`src/lpcd_pkg.sv`:
```
// Shared types for the length-prefixed chunk deframer.
package lpcd_pkg;

  localparam int unsigned ByteW = 8;
  localparam int unsigned LenW  = 16;
  localparam int unsigned ErrW  = 2;

  typedef enum logic [ErrW-1:0] {
    ERR_NONE     = 2'd0,
    ERR_LONE     = 2'd1,
    ERR_MSG_LONG = 2'd2
  } err_t;

  typedef enum logic [7:0] {
    PH_CHUNK_LO  = 8'b0000_0001,
    PH_CHUNK_HI  = 8'b0000_0010,
    PH_MSG_LO    = 8'b0000_0100,
    PH_MSG_HI    = 8'b0000_1000,
    PH_MSG_FIRST = 8'b0001_0000,
    PH_MSG_BODY  = 8'b0010_0000,
    PH_RAW       = 8'b0100_0000,
    PH_DISCARD   = 8'b1000_0000
  } phase_t;

  typedef struct packed {
    logic [ByteW-1:0] payload;
    logic             byte_valid;
    logic             message_start;
    logic             message_end;
    logic             chunk_end;
    err_t             error_code;
  } result_t;

endpackage

```
`src/length_prefixed_chunk_deframer_core.sv`:
```
// Deframer core: 16-bit little-endian chunk and message length parser.
// Results are registered: in the result register, or in the skid if that one is stalled.
// Throughput: one byte per cycle while the skid is empty; only the per-byte counter update
//   and length compare stand between the parser state and the result register.
// A two-entry output (result register plus skid) keeps input flowing while a result waits.
// Reset (rst, synchronous): expect a chunk length low byte, counters zero, message mode on.
module length_prefixed_chunk_deframer_core (
  input  logic                      clk,
  input  logic                      rst,
  input  logic                      cfg_wr_en,
  input  logic                      cfg_wr_data,
  input  logic                      data_valid,
  output logic                      data_stall,
  input  logic [lpcd_pkg::ByteW-1:0] data_byte,
  output logic                      result_valid,
  input  logic                      result_stall,
  output logic [lpcd_pkg::ByteW-1:0] payload,
  output logic                      byte_valid,
  output logic                      message_start,
  output logic                      message_end,
  output logic                      chunk_end,
  output logic [lpcd_pkg::ErrW-1:0] error_code
);
  import lpcd_pkg::*;

  // Parser state
  logic              split_messages;
  phase_t            phase, phase_next;
  logic [LenW-1:0]   chunk_left, chunk_left_next;
  logic [LenW-1:0]   message_left, message_left_next;
  logic [ByteW-1:0]  length_low_hold, length_low_hold_next;

  // Output stage: result register plus one skid entry
  result_t           result, skid;
  logic              skid_valid;

  // Combinational result of the current beat
  result_t           beat_res;
  logic              beat_emit;

  logic              accept;
  logic              take;
  logic [LenW-1:0]   len;
  logic [LenW-1:0]   chunk_dec;
  logic [LenW-1:0]   message_dec;

  // The skid entry is the only thing that can block the input side.
  assign data_stall = skid_valid;
  assign accept     = data_valid && !data_stall;
  assign take       = result_valid && !result_stall;

  assign len         = {data_byte, length_low_hold};
  // Saturating decrements, as the counters never go below zero.
  assign chunk_dec   = (chunk_left   != '0) ? chunk_left   - LenW'(1) : '0;
  assign message_dec = (message_left != '0) ? message_left - LenW'(1) : '0;

  always_comb begin
    phase_next           = phase;
    chunk_left_next      = chunk_left;
    message_left_next    = message_left;
    length_low_hold_next = length_low_hold;
    beat_emit            = 1'b0;
    beat_res             = '{payload: '0, byte_valid: 1'b0, message_start: 1'b0,
                             message_end: 1'b0, chunk_end: 1'b0, error_code: ERR_NONE};
    unique case (phase)
      PH_CHUNK_LO: begin
        length_low_hold_next = data_byte;
        phase_next           = PH_CHUNK_HI;
      end
      PH_CHUNK_HI: begin
        if (len == '0) begin
          // Empty chunk: one marker closes it.
          phase_next         = PH_CHUNK_LO;
          beat_emit          = 1'b1;
          beat_res.chunk_end = 1'b1;
        end else begin
          // Sample the mode here; it holds for the whole chunk.
          chunk_left_next = len;
          phase_next      = split_messages ? PH_MSG_LO : PH_RAW;
        end
      end
      PH_MSG_LO: begin
        if (chunk_left <= LenW'(1)) begin
          // Lone trailing byte: no room for a message header.
          chunk_left_next     = '0;
          phase_next          = PH_CHUNK_LO;
          beat_emit           = 1'b1;
          beat_res.chunk_end  = 1'b1;
          beat_res.error_code = ERR_LONE;
        end else begin
          length_low_hold_next = data_byte;
          chunk_left_next      = chunk_dec;
          phase_next           = PH_MSG_HI;
        end
      end
      PH_MSG_HI: begin
        chunk_left_next = chunk_dec;
        if (len > chunk_dec) begin
          // Message too long: flag it, then drop the rest of the chunk.
          beat_emit           = 1'b1;
          beat_res.error_code = ERR_MSG_LONG;
          if (chunk_dec == '0) begin
            phase_next         = PH_CHUNK_LO;
            beat_res.chunk_end = 1'b1;
          end else begin
            phase_next = PH_DISCARD;
          end
        end else if (len == '0) begin
          // Empty message marker.
          phase_next             = (chunk_dec == '0) ? PH_CHUNK_LO : PH_MSG_LO;
          beat_emit              = 1'b1;
          beat_res.message_start = 1'b1;
          beat_res.message_end   = 1'b1;
          beat_res.chunk_end     = (chunk_dec == '0);
        end else begin
          message_left_next = len;
          phase_next        = PH_MSG_FIRST;
        end
      end
      PH_MSG_FIRST, PH_MSG_BODY: begin
        message_left_next = message_dec;
        chunk_left_next   = chunk_dec;
        priority if (chunk_dec == '0) begin
          phase_next = PH_CHUNK_LO;
        end else if (message_dec == '0) begin
          phase_next = PH_MSG_LO;
        end else begin
          phase_next = PH_MSG_BODY;
        end
        beat_emit              = 1'b1;
        beat_res.payload       = data_byte;
        beat_res.byte_valid    = 1'b1;
        beat_res.message_start = (phase == PH_MSG_FIRST);
        beat_res.message_end   = (message_dec == '0);
        beat_res.chunk_end     = (chunk_dec == '0);
      end
      PH_RAW: begin
        chunk_left_next = chunk_dec;
        if (chunk_dec == '0) begin
          phase_next = PH_CHUNK_LO;
        end
        beat_emit           = 1'b1;
        beat_res.payload    = data_byte;
        beat_res.byte_valid = 1'b1;
        beat_res.chunk_end  = (chunk_dec == '0);
      end
      PH_DISCARD: begin
        // Drop bytes silently; only the last one closes the chunk.
        chunk_left_next = chunk_dec;
        if (chunk_dec == '0) begin
          phase_next         = PH_CHUNK_LO;
          beat_emit          = 1'b1;
          beat_res.chunk_end = 1'b1;
        end
      end
      default: begin
        phase_next = PH_CHUNK_LO;
      end
    endcase
  end

  // Configuration register
  always_ff @(posedge clk) begin
    if (rst) begin
      split_messages <= 1'b1;
    end else if (cfg_wr_en) begin
      split_messages <= cfg_wr_data;
    end
  end

  // Advance the parser on every accepted beat.
  always_ff @(posedge clk) begin
    if (rst) begin
      phase           <= PH_CHUNK_LO;
      chunk_left      <= '0;
      message_left    <= '0;
      length_low_hold <= '0;
    end else if (accept) begin
      phase           <= phase_next;
      chunk_left      <= chunk_left_next;
      message_left    <= message_left_next;
      length_low_hold <= length_low_hold_next;
    end
  end

  // Output register and skid entry control. While the skid is full no beat
  // is accepted, so the only job then is to drain it into the result register.
  always_ff @(posedge clk) begin
    if (rst) begin
      result_valid <= 1'b0;
      skid_valid   <= 1'b0;
    end else if (skid_valid) begin
      if (take) begin
        skid_valid <= 1'b0;
      end
    end else if (accept && beat_emit) begin
      if (result_valid && !take) begin
        skid_valid <= 1'b1;
      end else begin
        result_valid <= 1'b1;
      end
    end else if (take) begin
      result_valid <= 1'b0;
    end
  end

  // Payload of the output stage; no reset needed.
  always_ff @(posedge clk) begin
    if (skid_valid) begin
      if (take) begin
        result <= skid;
      end
    end else if (accept && beat_emit) begin
      if (result_valid && !take) begin
        skid <= beat_res;
      end else begin
        result <= beat_res;
      end
    end
  end

  assign payload       = result.payload;
  assign byte_valid    = result.byte_valid;
  assign message_start = result.message_start;
  assign message_end   = result.message_end;
  assign chunk_end     = result.chunk_end;
  assign error_code    = result.error_code;

  // The skid entry only ever fills behind an occupied result register.
  a_skid_behind_result: assert property (@(posedge clk) disable iff (rst)
    skid_valid |-> result_valid)
    else $error("skid entry holds a beat while the result register is empty");

  // The skid fills only when a held result was stalled.
  a_skid_fill_cause: assert property (@(posedge clk) disable iff (rst)
    $rose(skid_valid) |-> $past(result_valid && result_stall))
    else $error("skid entry filled without a stalled result");

  // A marker result never carries a data byte.
  a_marker_zero: assert property (@(posedge clk) disable iff (rst)
    (result_valid && !byte_valid) |-> (payload == '0))
    else $error("marker result carries a nonzero payload");

  // Errors never come with a data byte or message marks.
  a_error_shape: assert property (@(posedge clk) disable iff (rst)
    (result_valid && (error_code != ERR_NONE)) |->
      (!byte_valid && !message_start && !message_end))
    else $error("error result carries data or message marks");

endmodule

```
`config.mk`:
```
export PLATFORM = sky130hd
export DESIGN_NAME = length_prefixed_chunk_deframer_core
export DESIGN_NICKNAME = d
export VERILOG_FILES = /design/src/lpcd_pkg.sv /design/src/length_prefixed_chunk_deframer_core.sv
export SDC_FILE = /design/constraint.sdc
export NUM_CORES = 1
export LEC_CHECK = 0
export ABC_AREA = 0
export BUFFER_PORTS_ARGS = -buffer_cell sky130_fd_sc_hd__buf_2
export CAP_MARGIN = 30
export CORE_MARGIN = 1
export CORE_UTILIZATION = 45
export CTS_CLUSTER_SIZE = 16
export DETAILED_ROUTE_END_ITERATION = 10
export HOLD_SLACK_MARGIN = 0.1
export PLACE_DENSITY = 0.58
export SKIP_LAST_GASP = 1
export SYNTH_ARGS = -nofsm -noshare
export SYNTH_HDL_FRONTEND = slang
export SYNTH_SLANG_ARGS = --single-unit
```
`constraint.sdc`:
```
create_clock -name clk -period 8.1 [get_ports clk]
set_clock_uncertainty 0.2 [all_clocks]
set_input_delay 1.62 -clock clk [delete_from_list [all_inputs] [get_ports clk]]
set_output_delay 1.62 -clock clk [all_outputs]
set_load 0.005 [all_outputs]
```
==> impl_summary.txt <==
----------------------------------------------------
[Run status]
  Result of the run ... complete, no violations

[Cells and area]
  P&R area growth vs syn ... 9.17%
  Utilization of the core after routing ... 50.5%
  Most common cell after layout, fill and taps aside ... nor2_1
  Antenna fix cells ... 0
  Final Instance Area ... 0.00550 mm^2
  Multi-input gate area ... 0.00298 mm^2
  Post-route non-filler standard cell count ... 732
  Net count reported at finish ... 621
  Flip-flop and latch area ... 0.00186 mm^2
  Filler cells ... 1039
  Most frequent cells in the layout ... nor2_1, dfxtp_1, nand2_1
  Fraction of layout cells with a size suffix above 1 ... 13.9%

[Clock tree]
  Post-CTS setup buffer count ... 0
  Max Root-Sink Buffers ... 2
  H-tree levels ... 3
  CTS tree ... built
  CTS sink cnt ... 79
  Number of instances resized during post-cts repair ... 0
  Clock Latency Late Sink ... 0.39 ns
  Number of buffers inserted by hold repair at cts ... 0
  Clock Tree Root ... clkbuf_8
  Clock transition at path regs ... 0.10 ns
  Number of buffers added by the clock tree synthesis step ... 9

[Global route]
  Largest net degree at the start of global routing ... 49
  Gr ovfl total ... 0
  Met3 routing resource usage after global routing ... 4.24%
  Global routing met2 resource utilization ... 40.9%
  Via count of the first global-routing pass ... 4279
  Most Crowded Layer GR ... met2
  Initial antenna violation count ... 0
  First-pass GRT wire length ... 23.1 mm
  Fraction of met1 tracks used by global routing ... 35.9%
  GRT Total Usage ... 26.3%

[Floorplanning]
  Rows ... 38
  Die W ... 108 um
  Vertical die dimension ... 108 um
  Area enclosed by the die boundary ... 0.0116 mm^2
  Starting density of the core ... 46.2%
  Boundary Pins ... 30
  CORE AREA ... 0.0109 mm^2

[Timing]
  Period utilisation layout ... 63.9%
  TNS Setup ... 0 ns
  Setup Viol. Count Final ... 0
  Hold Violations, Final ... 0
  Final Slew Violations ... 0
  Unrepaired setup endpoints after global routing ... no
  Slew @ Worst Pin ... 1.01 ns
  Post-layout min period ... 5.17 ns
  Hold Worst Slack ... 0.339 ns
  Max frequency ... 193 MHz
  Rel. slew slack ... 32.1%

[Drt]
  Post-detailed-route DRC marker count ... 0
  Total via count after detailed routing ... 4585
  Via density ... 6.26
  Wirelength, routed ... 14.4 mm
  DRT antenna net count ... 0
  Number of design-rule violations left by the first detailed-router iteration ... 434
  Routed wire per std cell ... 19.6 um
  Number of iterations in the first detailed-routing pass ... 5

[Setup path]
  Crit-path most repeated cell ... nand2_1
  Arr. time, crit path ... 5.10 ns
  Worst R2R Start ... chunk_left[0]$_SDFFE_PP0P_
  Stage delay of the slowest cell on the critical path ... 0.49 ns
  CP delay by family, top ... simple AND/OR/NAND/NOR gates
  Worst-path cell chain ... inv_1 -> ha_1 -> nor3b_1 -> and2_1 -> nand2_1 -> nor3_1 -> xnor2_1 -> nand2_1 -> ha_1 -> nand4_1 -> nor4_1 -> and4_1 -> a31oi_1 -> nand2_1 -> inv_1 -> or4_1 -> o21ai_0 -> a22oi_1 -> buf_4
  Highest fanout seen on the critical path ... 14
  Worst setup path startpoint ... chunk_left[0]$_SDFFE_PP0P_
  Critical Setup Path Class ... reg2reg
  Crit path max-delay cell type ... or4_1
  Type of destination of the critical path ... register
  Required time at the endpoint of the critical path ... 8.03 ns
  Number of buffers and inverters on the critical path ... 3
  Nature of the critical path startpoint ... register

[Power]
  Max VDD drop ... 0.000133 V
  Leakage ... 2.07 nW
  Pwr Density ... 213 mW/mm^2

[Logic synthesis]
  Post-Synthesis Net Count ... 607
  Post-synthesis xor/xnor area fraction ... 3.65%
  Cell types with the largest area share after synthesis ... dfxtp_1, edfxtp_1, ha_1
  Portion of netlist area occupied by mux cells ... 5.24%
  Fraction of the yosys area taken by sequential cells ... 37.0%
  Leading area contributor after synthesis ... dfxtp_1
  Synth Instances ... 573
  Synthesized-area fraction occupied by adder cells ... 4.97%
  Basic-gate share of the synthesized area counting and, or, nand and nor cells ... 24.6%
  Fraction of registers with async set/reset ... 0%
  Largest family of logic cells by synthesized area ... simple AND/OR/NAND/NOR gates
  Share of the synthesized area in the top cell type ... 20.3%
  Syn_area_per_cell ... 8.79 um^2
  Syn Std Cell Area ... 0.00503 mm^2
  Fraction of the mapped netlist area in compound gates ... 20.3%
  Post-synthesis register bit count ... 79
  Warning count from the yosys run ... 0
  Count of flip-flops with a built-in enable after synthesis ... 28
  Library cells used by synthesis ... 65
  Primary FF master, synth ... dfxtp_1

[Worst hold path]
  Worst hold path class ... reg2reg
  Startpoint of the lowest-slack hold path ... message_left[9]$_SDFFE_PP0P_

[Place]
  GP Congestion ... 0.910
  Standard cell area after detailed placement ... 0.00527 mm^2
  Total half-perimeter wirelength after legalization and detailed placement ... 10.3 mm
  Dpl cells ... 716
  IO buf count ... 29

[Run]
  Maximum capacitance violations ... 0

----------------------------------------------------
[cells by family after synthesis]
family	after synthesis
buffers and inverters	48
muxes	25
adders and majority gates	20
DFF	79
xor gates and xnor gates	21
AOI/OAI and AO/OA	148
and+or+nand+nor	232
[where the power goes]
part           internal, W  leakage (nW)  switching, W
clock             0.000184         0.117      0.000161
combinational     0.000151          1.28      0.000235
sequential        0.000419         0.677     0.0000224
total             0.000754          2.07      0.000418
[Yosys cell counts, types with 5 or more instances]
master and instances:
nor2_1 60, dfxtp_1 51, nand2_1 48, a21oi_1 32, edfxtp_1 28, o21ai_0 26, clkbuf_1 24, ha_1 20
a22oi_1 18, nor4_1 17, inv_1 15, nand3_1 15, nor3_1 15, mux2i_1 14, and2_1 13, nand4_1 12
o31ai_1 12, xnor2_1 12, a211oi_1 11, mux2_2 11, a311oi_1 9, xor2_1 9, nand2b_1 7, or4_1 7
nor2b_1 6, o211ai_1 6, or2_2 5
[tightest hold or removal path, stage by stage (launching register included)]
cell and delay (ns):
dfxtp_1 0.34, o211ai_1 0.09, o31ai_1 0.07
[layout make-up]
| type | count | share of cell area, % |
|---|---|---|
| Multi-Input combinational cell | 446 | 54.2 |
| Tap cell | 140 | 3.19 |
| Clock inverter | 6 | 1.66 |
| Timing Repair Buffer | 36 | 3.60 |
| Sequential cell | 79 | 33.9 |
| Inverter | 15 | 1.02 |
| Clock buffer | 10 | 2.50 |
[metal layers]
metal  wire (um)  vias to the layer above
met4         416                        0
met5           0                        -
li1            -                     2200
met2        6500                      201
met1        6450                     2152
met3        1020                       32
[per-stage QoR]
stage,total power [W],worst slack [ns]
detailed placement,0.000828,3.08
global route,0.00124,2.59
finish,0.00117,2.93
global placement,0.000823,2.91
CTS,0.00117,3.02
floorplan,0.000735,3.38
[state kept, by name, summed over array words and instances (netlist names)]
signal	count
error_code	2
message_start	1
message_end	1
data_stall	1
byte_valid	1
length_low_hold	8
message_left	16
result_valid	1
payload	8
chunk_left	16
chunk_end	1
phase	8
skid	14
split_messages	1
[path summary, 6_finish.rpt]
| check | end | slack (ns) | depth (start not counted) |
|---|---|---|---|
| hold / removal | message_left[9]$_SDFFE_PP0P_ | 0.34 | 2 |
| hold reg to reg | message_left[9]$_SDFFE_PP0P_ | 0.34 | 2 |
| setup / recovery | error_code[0]$_DFFE_PP_ | 2.93 | 19 |
| setup reg to reg | error_code[0]$_DFFE_PP_ | 2.93 | 19 |
(Power assumes the default switching activity.)
